## src/sv/pbpm_pkg.sv

```systemverilog
`default_nettype none
package pbpm_pkg;

	// Pool geometry.
	localparam int SMALL_BYTES  = 256;
	localparam int LARGE_BYTES  = 2048;
	localparam int SMALL_COUNT  = 16;
	localparam int LARGE_COUNT  = 8;
	localparam int HEADER_BYTES = 32;
	localparam int FOOTER_BYTES = 4;

	// A slot number is four bits wide, so at most sixteen buffers per pool are reachable.
	localparam int SMALL_USE = (SMALL_COUNT > 16) ? 16 : SMALL_COUNT;
	localparam int LARGE_USE = (LARGE_COUNT > 16) ? 16 : LARGE_COUNT;
	localparam int CNT_W     = $clog2(LARGE_USE + 1);

	localparam logic [15:0] SMALL_MASK = 16'((32'd1 << SMALL_USE) - 32'd1);
	localparam logic [15:0] LARGE_MASK = 16'((32'd1 << LARGE_USE) - 32'd1);

	// Payload capacity of one buffer after the header.
	localparam int SMALL_CAP = (SMALL_BYTES > HEADER_BYTES) ? SMALL_BYTES - HEADER_BYTES : 0;
	localparam int LARGE_CAP = (LARGE_BYTES > HEADER_BYTES) ? LARGE_BYTES - HEADER_BYTES : 0;

	typedef enum logic [2:0] {
		MODE_ALLOC    = 3'd0,
		MODE_ADDREF   = 3'd1,
		MODE_RELEASE  = 3'd2,
		MODE_ADJUST   = 3'd3,
		MODE_SET_SIZE = 3'd4
	} mode_t;

	typedef enum logic [2:0] {
		OP_ALLOC,
		OP_ADDREF,
		OP_RELEASE,
		OP_TRIM,
		OP_GROW,
		OP_SET_SIZE,
		OP_NONE
	} op_t;

	typedef enum logic [1:0] {
		ST_OK       = 2'd0,
		ST_NO_BUF   = 2'd1,
		ST_HEADROOM = 2'd2,
		ST_CAPACITY = 2'd3
	} status_t;

	// One classified request as it waits in the queue.
	typedef struct packed {
		op_t         op;
		logic        pool;
		logic [3:0]  slot;
		logic        fits_small;
		logic        fits_large;
		logic [11:0] arg;        // request length, shift magnitude or target length
		logic [11:0] alloc_off;  // payload offset of a newly allocated buffer
	} cmd_t;

	typedef struct packed {
		status_t     status;
		logic        pool;
		logic [3:0]  slot;
		logic [11:0] data_offset;
		logic [11:0] data_len;
		logic [7:0]  ref_count;
		logic [3:0]  large_free;
	} res_t;

	typedef struct packed {
		logic empty;
		logic full;
	} q_stat_t;

endpackage
`default_nettype wire

```

## src/sv/pbpm_front.sv

```systemverilog
`default_nettype none
module pbpm_front
	import pbpm_pkg::*;
(
	input  wire logic [2:0]  mode,
	input  wire logic        pool,
	input  wire logic [3:0]  slot,
	input  wire logic [11:0] request_len,
	input  wire logic [10:0] headroom,
	input  wire logic [11:0] shift_amount,
	input  wire logic [11:0] target_len,
	output cmd_t             cmd
);

	logic [13:0] small_need;
	logic        trim;

	// Total bytes an allocation takes in a small buffer.
	assign small_need = 14'(request_len) + 14'(headroom) + 14'(HEADER_BYTES) + 14'(FOOTER_BYTES);
	assign trim       = (shift_amount != 12'd0) && !shift_amount[11];

	always_comb begin
		cmd.pool       = pool;
		cmd.slot       = slot;
		cmd.fits_small = (small_need <= 14'(SMALL_BYTES));
		cmd.fits_large = (13'(request_len) <= 13'(LARGE_BYTES));
		cmd.alloc_off  = 12'(12'(headroom) + 12'(HEADER_BYTES));
		cmd.arg        = request_len;
		unique case (mode)
			MODE_ALLOC: begin
				cmd.op = OP_ALLOC;
			end
			MODE_ADDREF: begin
				cmd.op = OP_ADDREF;
			end
			MODE_RELEASE: begin
				cmd.op = OP_RELEASE;
			end
			MODE_ADJUST: begin
				// Growing carries the magnitude of the negative shift.
				cmd.op  = trim ? OP_TRIM : OP_GROW;
				cmd.arg = trim ? shift_amount : 12'(12'd0 - shift_amount);
			end
			MODE_SET_SIZE: begin
				cmd.op  = OP_SET_SIZE;
				cmd.arg = target_len;
			end
			default: begin
				cmd.op = OP_NONE;
			end
		endcase
	end

endmodule
`default_nettype wire

```

## src/sv/pbpm_queue.sv

```systemverilog
`default_nettype none
module pbpm_queue
	import pbpm_pkg::*;
(
	input  wire logic clk,
	input  wire logic arst_n,
	input  wire logic push,
	input  wire cmd_t push_cmd,
	input  wire logic pop,
	output cmd_t      head_cmd,
	output q_stat_t   stat
);

	cmd_t       entry_q [0:1];
	logic       wr_ptr_q;
	logic       rd_ptr_q;
	logic [1:0] count_q;

	assign stat.empty = (count_q == 2'd0);
	assign stat.full  = (count_q == 2'd2);
	assign head_cmd   = entry_q[rd_ptr_q];

	always_ff @(posedge clk or negedge arst_n) begin
		if (!arst_n) begin
			wr_ptr_q <= 1'b0;
			rd_ptr_q <= 1'b0;
			count_q  <= 2'd0;
		end else begin
			if (push) begin
				wr_ptr_q <= !wr_ptr_q;
			end
			if (pop) begin
				rd_ptr_q <= !rd_ptr_q;
			end
			if (push && !pop) begin
				count_q <= count_q + 2'd1;
			end else if (pop && !push) begin
				count_q <= count_q - 2'd1;
			end
		end
	end

	always_ff @(posedge clk) begin
		if (push) begin
			entry_q[wr_ptr_q] <= push_cmd;
		end
	end

endmodule
`default_nettype wire

```

## src/sv/pbpm_back.sv

```systemverilog
`default_nettype none
module pbpm_back
	import pbpm_pkg::*;
(
	input  wire logic    clk,
	input  wire logic    arst_n,
	input  wire cmd_t    cmd,
	input  wire q_stat_t q_stat,
	output logic         pop,
	input  wire logic    out_stall,
	output logic         out_valid,
	output res_t         res
);

	typedef struct packed {
		logic       found;
		logic [3:0] idx;
	} pick_t;

	// Lowest set bit of a free mask.
	function automatic pick_t first_free(input logic [15:0] avail);
		pick_t r;
		r.found = 1'b0;
		r.idx   = 4'd0;
		for (int i = 15; i >= 0; i--) begin
			if (avail[i]) begin
				r.found = 1'b1;
				r.idx   = 4'(i);
			end
		end
		return r;
	endfunction

	logic [SMALL_USE-1:0] small_map_q;
	logic [LARGE_USE-1:0] large_map_q;
	logic [CNT_W-1:0]     large_cnt_q;

	logic [11:0] desc_off_q  [0:31];
	logic [11:0] desc_len_q  [0:31];
	logic [7:0]  desc_refs_q [0:31];

	logic        out_valid_q;
	res_t        res_q;

	logic [15:0] small_map16, large_map16;
	pick_t       small_pick, large_pick;
	logic [4:0]  rd_idx, wr_idx;
	logic [11:0] cur_off, cur_len;
	logic [7:0]  cur_refs;
	logic        buf_ok;

	logic        found;
	status_t     status;
	logic        res_pool;
	logic [3:0]  res_slot;
	logic [11:0] new_off, new_len;
	logic [7:0]  new_refs;
	logic        desc_we;
	logic        set_bit, clr_bit;
	logic [15:0] slot_bit;
	logic [CNT_W-1:0] cnt_next;
	logic [CNT_W:0]   free_w;

	logic [11:0] trim_d, off_room;
	logic [11:0] grow_room;
	logic [12:0] grow_len;
	logic [12:0] size_end;

	assign small_map16 = 16'(small_map_q);
	assign large_map16 = 16'(large_map_q);
	assign small_pick  = first_free(~small_map16 & SMALL_MASK);
	assign large_pick  = first_free(~large_map16 & LARGE_MASK);

	assign rd_idx   = {cmd.pool, cmd.slot};
	assign cur_off  = desc_off_q[rd_idx];
	assign cur_len  = desc_len_q[rd_idx];
	assign cur_refs = desc_refs_q[rd_idx];
	assign buf_ok   = cmd.pool ? large_map16[cmd.slot] : small_map16[cmd.slot];

	assign pop = !q_stat.empty && (!out_valid_q || !out_stall);

	assign off_room  = 12'hFFF - cur_off;
	assign grow_room = (cur_off > 12'(HEADER_BYTES)) ? 12'(cur_off - 12'(HEADER_BYTES)) : 12'd0;
	assign grow_len  = 13'(cur_len) + 13'(cmd.arg);
	assign size_end  = 13'(cur_off) + 13'(cmd.arg);

	always_comb begin
		trim_d = cmd.arg;
		if (trim_d > cur_len) begin
			trim_d = cur_len;
		end
		if (trim_d > off_room) begin
			trim_d = off_room;
		end
	end

	always_comb begin
		found    = 1'b0;
		status   = ST_OK;
		res_pool = cmd.pool;
		res_slot = cmd.slot;
		new_off  = cur_off;
		new_len  = cur_len;
		new_refs = cur_refs;
		desc_we  = 1'b0;
		set_bit  = 1'b0;
		clr_bit  = 1'b0;
		cnt_next = large_cnt_q;
		if (cmd.op == OP_ALLOC) begin
			if (cmd.fits_small && small_pick.found) begin
				found    = 1'b1;
				res_pool = 1'b0;
				res_slot = small_pick.idx;
			end else if (cmd.fits_large && large_pick.found) begin
				found    = 1'b1;
				res_pool = 1'b1;
				res_slot = large_pick.idx;
				cnt_next = large_cnt_q + CNT_W'(1);
			end
			set_bit  = found;
			desc_we  = found;
			new_off  = cmd.alloc_off;
			new_len  = cmd.arg;
			new_refs = 8'd1;
		end else if (cmd.op != OP_NONE && buf_ok) begin
			found = 1'b1;
			case (cmd.op)
				OP_ADDREF: begin
					desc_we = 1'b1;
					if (cur_refs != 8'hFF) begin
						new_refs = cur_refs + 8'd1;
					end
				end
				OP_RELEASE: begin
					desc_we = 1'b1;
					if (cur_refs != 8'd0) begin
						new_refs = cur_refs - 8'd1;
					end
					if (new_refs == 8'd0) begin
						clr_bit = 1'b1;
						if (cmd.pool && large_cnt_q != '0) begin
							cnt_next = large_cnt_q - CNT_W'(1);
						end
					end
				end
				OP_TRIM: begin
					desc_we = 1'b1;
					new_off = cur_off + trim_d;
					new_len = cur_len - trim_d;
				end
				OP_GROW: begin
					if (cmd.arg > grow_room) begin
						status = ST_HEADROOM;
					end else begin
						desc_we = 1'b1;
						new_off = cur_off - cmd.arg;
						new_len = grow_len[12] ? 12'hFFF : grow_len[11:0];
					end
				end
				default: begin
					// Set size.
					if (size_end > (cmd.pool ? 13'(LARGE_CAP) : 13'(SMALL_CAP))) begin
						status = ST_CAPACITY;
					end else begin
						desc_we = 1'b1;
						new_len = cmd.arg;
					end
				end
			endcase
		end
	end

	assign wr_idx   = {res_pool, res_slot};
	assign slot_bit = 16'd1 << res_slot;
	assign free_w   = (CNT_W + 1)'(LARGE_USE) - (CNT_W + 1)'(cnt_next);

	always_ff @(posedge clk or negedge arst_n) begin
		if (!arst_n) begin
			small_map_q <= '0;
			large_map_q <= '0;
			large_cnt_q <= '0;
			out_valid_q <= 1'b0;
		end else begin
			if (pop) begin
				out_valid_q <= 1'b1;
				large_cnt_q <= cnt_next;
				if (set_bit || clr_bit) begin
					if (res_pool) begin
						large_map_q <= LARGE_USE'(set_bit ? (large_map16 | slot_bit)
							: (large_map16 & ~slot_bit));
					end else begin
						small_map_q <= SMALL_USE'(set_bit ? (small_map16 | slot_bit)
							: (small_map16 & ~slot_bit));
					end
				end
			end else if (!out_stall) begin
				out_valid_q <= 1'b0;
			end
		end
	end

	always_ff @(posedge clk) begin
		if (pop) begin
			if (desc_we) begin
				desc_off_q[wr_idx]  <= new_off;
				desc_len_q[wr_idx]  <= new_len;
				desc_refs_q[wr_idx] <= new_refs;
			end
			res_q.large_free <= (free_w > (CNT_W + 1)'(15)) ? 4'hF : free_w[3:0];
			if (found) begin
				res_q.status      <= status;
				res_q.pool        <= res_pool;
				res_q.slot        <= res_slot;
				res_q.data_offset <= new_off;
				res_q.data_len    <= new_len;
				res_q.ref_count   <= new_refs;
			end else begin
				res_q.status      <= ST_NO_BUF;
				res_q.pool        <= 1'b0;
				res_q.slot        <= 4'd0;
				res_q.data_offset <= 12'd0;
				res_q.data_len    <= 12'd0;
				res_q.ref_count   <= 8'd0;
			end
		end
	end

	assign out_valid = out_valid_q;
	assign res       = res_q;

endmodule
`default_nettype wire

```

## src/sv/packet_buffer_pool_manager_unit.sv

```systemverilog
`default_nettype none
// Packet buffer pool manager with a small and a large pool, each tracked by a
// used bitmap, and a descriptor (payload offset, length, reference count) per
// buffer. Every request yields exactly one result. A request is accepted when
// in_valid is high and in_stall is low; the front end classifies it and puts it
// in a two-entry queue. While out_valid or out_stall is low, the back end takes
// one queued request per cycle, does the lookup and the descriptor read-modify-write
// in that cycle and registers the result; a request passes the queue entry and
// then the result register before out_valid rises. The block sustains one request
// per cycle while out_stall stays low; the single descriptor read-modify-write
// sets that rate. Results wait in the output register while out_stall is high;
// the queue keeps taking requests until it is full. Descriptors of buffers that
// were never allocated are not initialized after reset; they are never reported.
module packet_buffer_pool_manager_unit
	import pbpm_pkg::*;
(
	input  wire logic        clk,
	input  wire logic        arst_n,
	input  wire logic        in_valid,
	output logic             in_stall,
	input  wire logic [2:0]  mode,
	input  wire logic        pool,
	input  wire logic [3:0]  slot,
	input  wire logic [11:0] request_len,
	input  wire logic [10:0] headroom,
	input  wire logic [11:0] shift_amount,
	input  wire logic [11:0] target_len,
	output logic             out_valid,
	input  wire logic        out_stall,
	output logic [1:0]       status,
	output logic             out_pool,
	output logic [3:0]       out_slot,
	output logic [11:0]      data_offset,
	output logic [11:0]      data_len,
	output logic [7:0]       ref_count,
	output logic [3:0]       large_free
);

	cmd_t    front_cmd;
	cmd_t    head_cmd;
	q_stat_t q_stat;
	logic    push;
	logic    pop;
	res_t    res;

	// The queue refuses new requests only when both entries are taken.
	assign in_stall = q_stat.full;
	assign push     = in_valid && !q_stat.full;

	pbpm_front u_front (
		.mode         (mode),
		.pool         (pool),
		.slot         (slot),
		.request_len  (request_len),
		.headroom     (headroom),
		.shift_amount (shift_amount),
		.target_len   (target_len),
		.cmd          (front_cmd)
	);

	pbpm_queue u_queue (
		.clk      (clk),
		.arst_n   (arst_n),
		.push     (push),
		.push_cmd (front_cmd),
		.pop      (pop),
		.head_cmd (head_cmd),
		.stat     (q_stat)
	);

	pbpm_back u_back (
		.clk       (clk),
		.arst_n    (arst_n),
		.cmd       (head_cmd),
		.q_stat    (q_stat),
		.pop       (pop),
		.out_stall (out_stall),
		.out_valid (out_valid),
		.res       (res)
	);

	// Unpack the registered result onto the output ports.
	assign status      = res.status;
	assign out_pool    = res.pool;
	assign out_slot    = res.slot;
	assign data_offset = res.data_offset;
	assign data_len    = res.data_len;
	assign ref_count   = res.ref_count;
	assign large_free  = res.large_free;

endmodule
`default_nettype wire
```

## config.mk

```make
export PLATFORM = sky130hd
export DESIGN_NAME = packet_buffer_pool_manager_unit
export DESIGN_NICKNAME = d
export VERILOG_FILES = /design/src/sv/pbpm_pkg.sv /design/src/sv/pbpm_front.sv /design/src/sv/pbpm_queue.sv /design/src/sv/pbpm_back.sv /design/src/sv/packet_buffer_pool_manager_unit.sv
export SDC_FILE = /design/constraint.sdc
export NUM_CORES = 2
export LEC_CHECK = 0
export BUFFER_PORTS_ARGS = -buffer_cell sky130_fd_sc_hd__buf_2
export CAP_MARGIN = 20
export CORE_MARGIN = 3
export CORE_UTILIZATION = 35
export CTS_BUF_LIST = sky130_fd_sc_hd__clkbuf_8 sky130_fd_sc_hd__clkbuf_16
export DETAILED_ROUTE_END_ITERATION = 8
export GPL_TIMING_DRIVEN = 0
export PLACE_DENSITY_LB_ADDON = 0.08
export SLEW_MARGIN = 30
export SYNTH_ARGS = -nofsm -noshare
export SYNTH_HDL_FRONTEND = slang
export SYNTH_SLANG_ARGS = --single-unit
```

## constraint.sdc

```tcl
create_clock -name clk -period 10.6 [get_ports clk]
set_input_delay 2.65 -clock clk [delete_from_list [all_inputs] [get_ports clk]]
set_output_delay 2.65 -clock clk [all_outputs]
set_load 0.05 [all_outputs]
```

==> results.cfg <==
[worst_setup_path]
cp_common_cell = clkbuf_4
path_max_fanout = 16
critPathRequiredTime_ps = 11100
startpoint = u_queue.rd_ptr_q
arrival_ps = 10690
slowest_stage = or4_1
crit_path_end_kind = flip-flop
start_kind = flip-flop
path_class = flip-flop to flip-flop
cp_slowest_stage_delay_ps = 500
ff2ff_setup_slack_ps = 410
reg2reg_from = u_queue.rd_ptr_q

[die]
die_h_um = 397
placementRows = 142
fp.dieW_um = 397
core_sq_mm = 0.151
dieArea_sq_mm = 0.157
ios = 104
start_util = 0.355

[yosys]
synth.avg_cell_area_sq_um = 14.9
ys_seq_area_frac = 0.653
ys.flop_type = edfxtp_1
yosys_warnings = 0
yosys_register_bits = 1168
netlist_area_sq_mm = 0.0534
netlist-cell-type-count = 96
synthArstFlopShare = 0.0283
syn_inst = 3590
synth_enable_flop_cells = 1135

[global_routing]
grt_use_total = 0.228
overflow = 0
grt_pass1_vias = 34541
grt_max_degree = 34
antenna_found_initial = 7
grt_pass1_wl_um = 256000

[clocking]
cts_htree_levels = 4
cts_made_buffers = 134
cts-root-buf = clkbuf_16
ctsHoldBuffers = 0
clockBufferDepth = 3
clk_pin_slew_ps = 60
clock-sinks = 1168
clk_latency_ps = 780
cts_tree = built

[run]
drv_cap = 0

[placed_design]
hpwl_um = 131000
port-buffer-count = 103
place_congestion = 0.883

[sta]
period_minus_slack_ps = 10190
fin_worst_skew_ps = 39.8
final_max_slew_viol_count = 0
hold_viol = 0
fmax_mhz = 98.2
hold_slack_ps = 517
slew_headroom = 0.219
tns_ps = 0
final-setup-viol-count = 0
fin_crit_sh = 0.961
worst_slew_pin_slew_ps = 1170

[final_layout]
nNetsFinal = 4422
final_common_cell = edfxtp_1
areaGrowthSynthToFinish_pct = 23.2
layout-drive-gt1-share = 0.215
final_cell_mix = edfxtp_1 (1135), nand2_1 (300), conb_1 (256)
filler_cell_count = 13851

[drt]
wl_per_cell_um = 28.3
vias_per_cell = 5.42
vias = 34470
firstDrtPassIters = 5
drc = 0
drt_wl_total_um = 180000
drtIter0Drc = 2968
ant_nets = 0

[hold_path]
min_from = u_back.out_valid
hp-class = flip-flop to flip-flop

[status]
status = completed
## per-stage QoR
step | util | instances | cell area, sq um | setup slack (ps)
after floorplan | - | 3845 | 54400 | 133
after global placement | 0.381 | 5964 | 57400 | -7970
after detailed placement | 0.403 | 6100 | 60700 | -2380
after CTS | 0.435 | 6354 | 65600 | 7.20
after global routing | 0.437 | 6356 | 65800 | -65.7
final | 0.437 | 6359 | 65900 | 412
## layout make-up
cell class / count / area (sq um) / area share
sequential: 1168 / 34900 / 0.530
multi-input combinational: 2364 / 19100 / 0.290
clock buffer: 134 / 3350 / 0.0509
timing repair buffer: 260 / 3350 / 0.0508
tap: 2016 / 2520 / 0.0383
buffer: 168 / 1100 / 0.0167
clock inverter: 109 / 987 / 0.0150
inverter: 137 / 520 / 0.00790
antenna: 3 / 7.51 / 0.000114
## critical path, delay by kind of cell, from the launching register on
family	cells	cell delay (ps)
flops	1	350
fa+ha+maj	3	920
simple gates	9	1590
compound gates	14	3240
buf+inv	12	2640
mux	3	990
xor+xnor	1	110
## what timing repair did
item	in CTS	in global routing
cloned	1	0
setup endpoints to repair	1320	483
setup buffers	16	5
gates resized for setup	112	70
pin swaps	5	6
## layer usage
layer  part of all wire  up-vias  GRT usage
met1               0.44    17928      0.315
met4              0.030        2     0.0708
met5           0.000072        -          0
met3              0.050      271     0.0320
li1                   -    15248          -
met2               0.48     1021      0.373
## cells by family (layout without fill, tap and decap cells)
logic type,Yosys count,in the layout,synth area share
adder cells (fa/ha/maj),130,130,0.0313
other,1,259,0.0000702
XOR/XNOR,64,64,0.0105
AND/OR/NAND/NOR,845,845,0.0769
buffers and inverters,314,808,0.0257
multiplexers,297,297,0.107
flip-flops,1168,1168,0.653
AO/OA/AOI/OAI,771,772,0.0952
## Yosys cell counts (7+ instances only)
library cell	n	area (sq um)
o21ai_0	160	801
mux4_2	204	4590
nor3b_1	7	52.6
a22oi_1	74	556
edfxtp_1	1135	34100
buf_1	36	135
nand2_1	300	1130
buf_4	15	113
a2111oi_0	9	78.8
buf_2	38	190
dfrtp_1	33	826
nand2b_1	117	732
and2_1	10	62.6
o211ai_1	7	52.6
a21boi_0	17	128
buf_6	10	113
clkbuf_1	77	289
or3_1	20	125
a2bb2oi_1	8	70.1
ha_1	124	1550
a211oi_1	57	428
o21a_1	11	82.6
o21bai_1	14	105
a311oi_1	21	184
nor2b_1	35	219
xor2_1	12	105
nor2_1	132	495
o41ai_1	12	105
a31oi_1	33	206
a21o_1	22	165
nor3_1	54	270
and3_1	33	206
o22ai_1	51	319
inv_1	134	503
a21oi_1	176	881
nand4_1	20	125
mux2_2	21	236
nand3_1	79	395
xnor2_1	52	455
mux2i_1	59	591
o221ai_1	14	123
mux4_1	8	210
o31ai_1	11	82.6
## registers in the layout, summed over array words and instances (netlist names), named ones only
signal              count
u_back.desc_len_q     384
u_back.desc_off_q     384
u_back.desc_refs_q    256
u_back.large_cnt_q      4
u_back.out_valid        1
u_back.res             43
u_queue.count_q         2
u_queue.entry_q        68
u_queue.rd_ptr_q        1
u_queue.wr_ptr_q        1
## path summary, 6_finish.rpt
| path | to | cells after the start |
|---|---|---|
| setup / recovery | u_back.desc_len_q[12][11] | 42 |
| hold / removal | u_back.out_valid | 2 |
| setup reg to reg | u_back.desc_len_q[12][11] | 42 |
| hold reg to reg | u_back.out_valid | 2 |
| max in group asynchronous | asynchronous set/reset pin | 1 |
| min in group asynchronous | asynchronous set/reset pin | 1 |
Power is left out: the tool's default activity adds up to more than one toggle a clock period on the data nets, which glitch-free logic cannot reach.
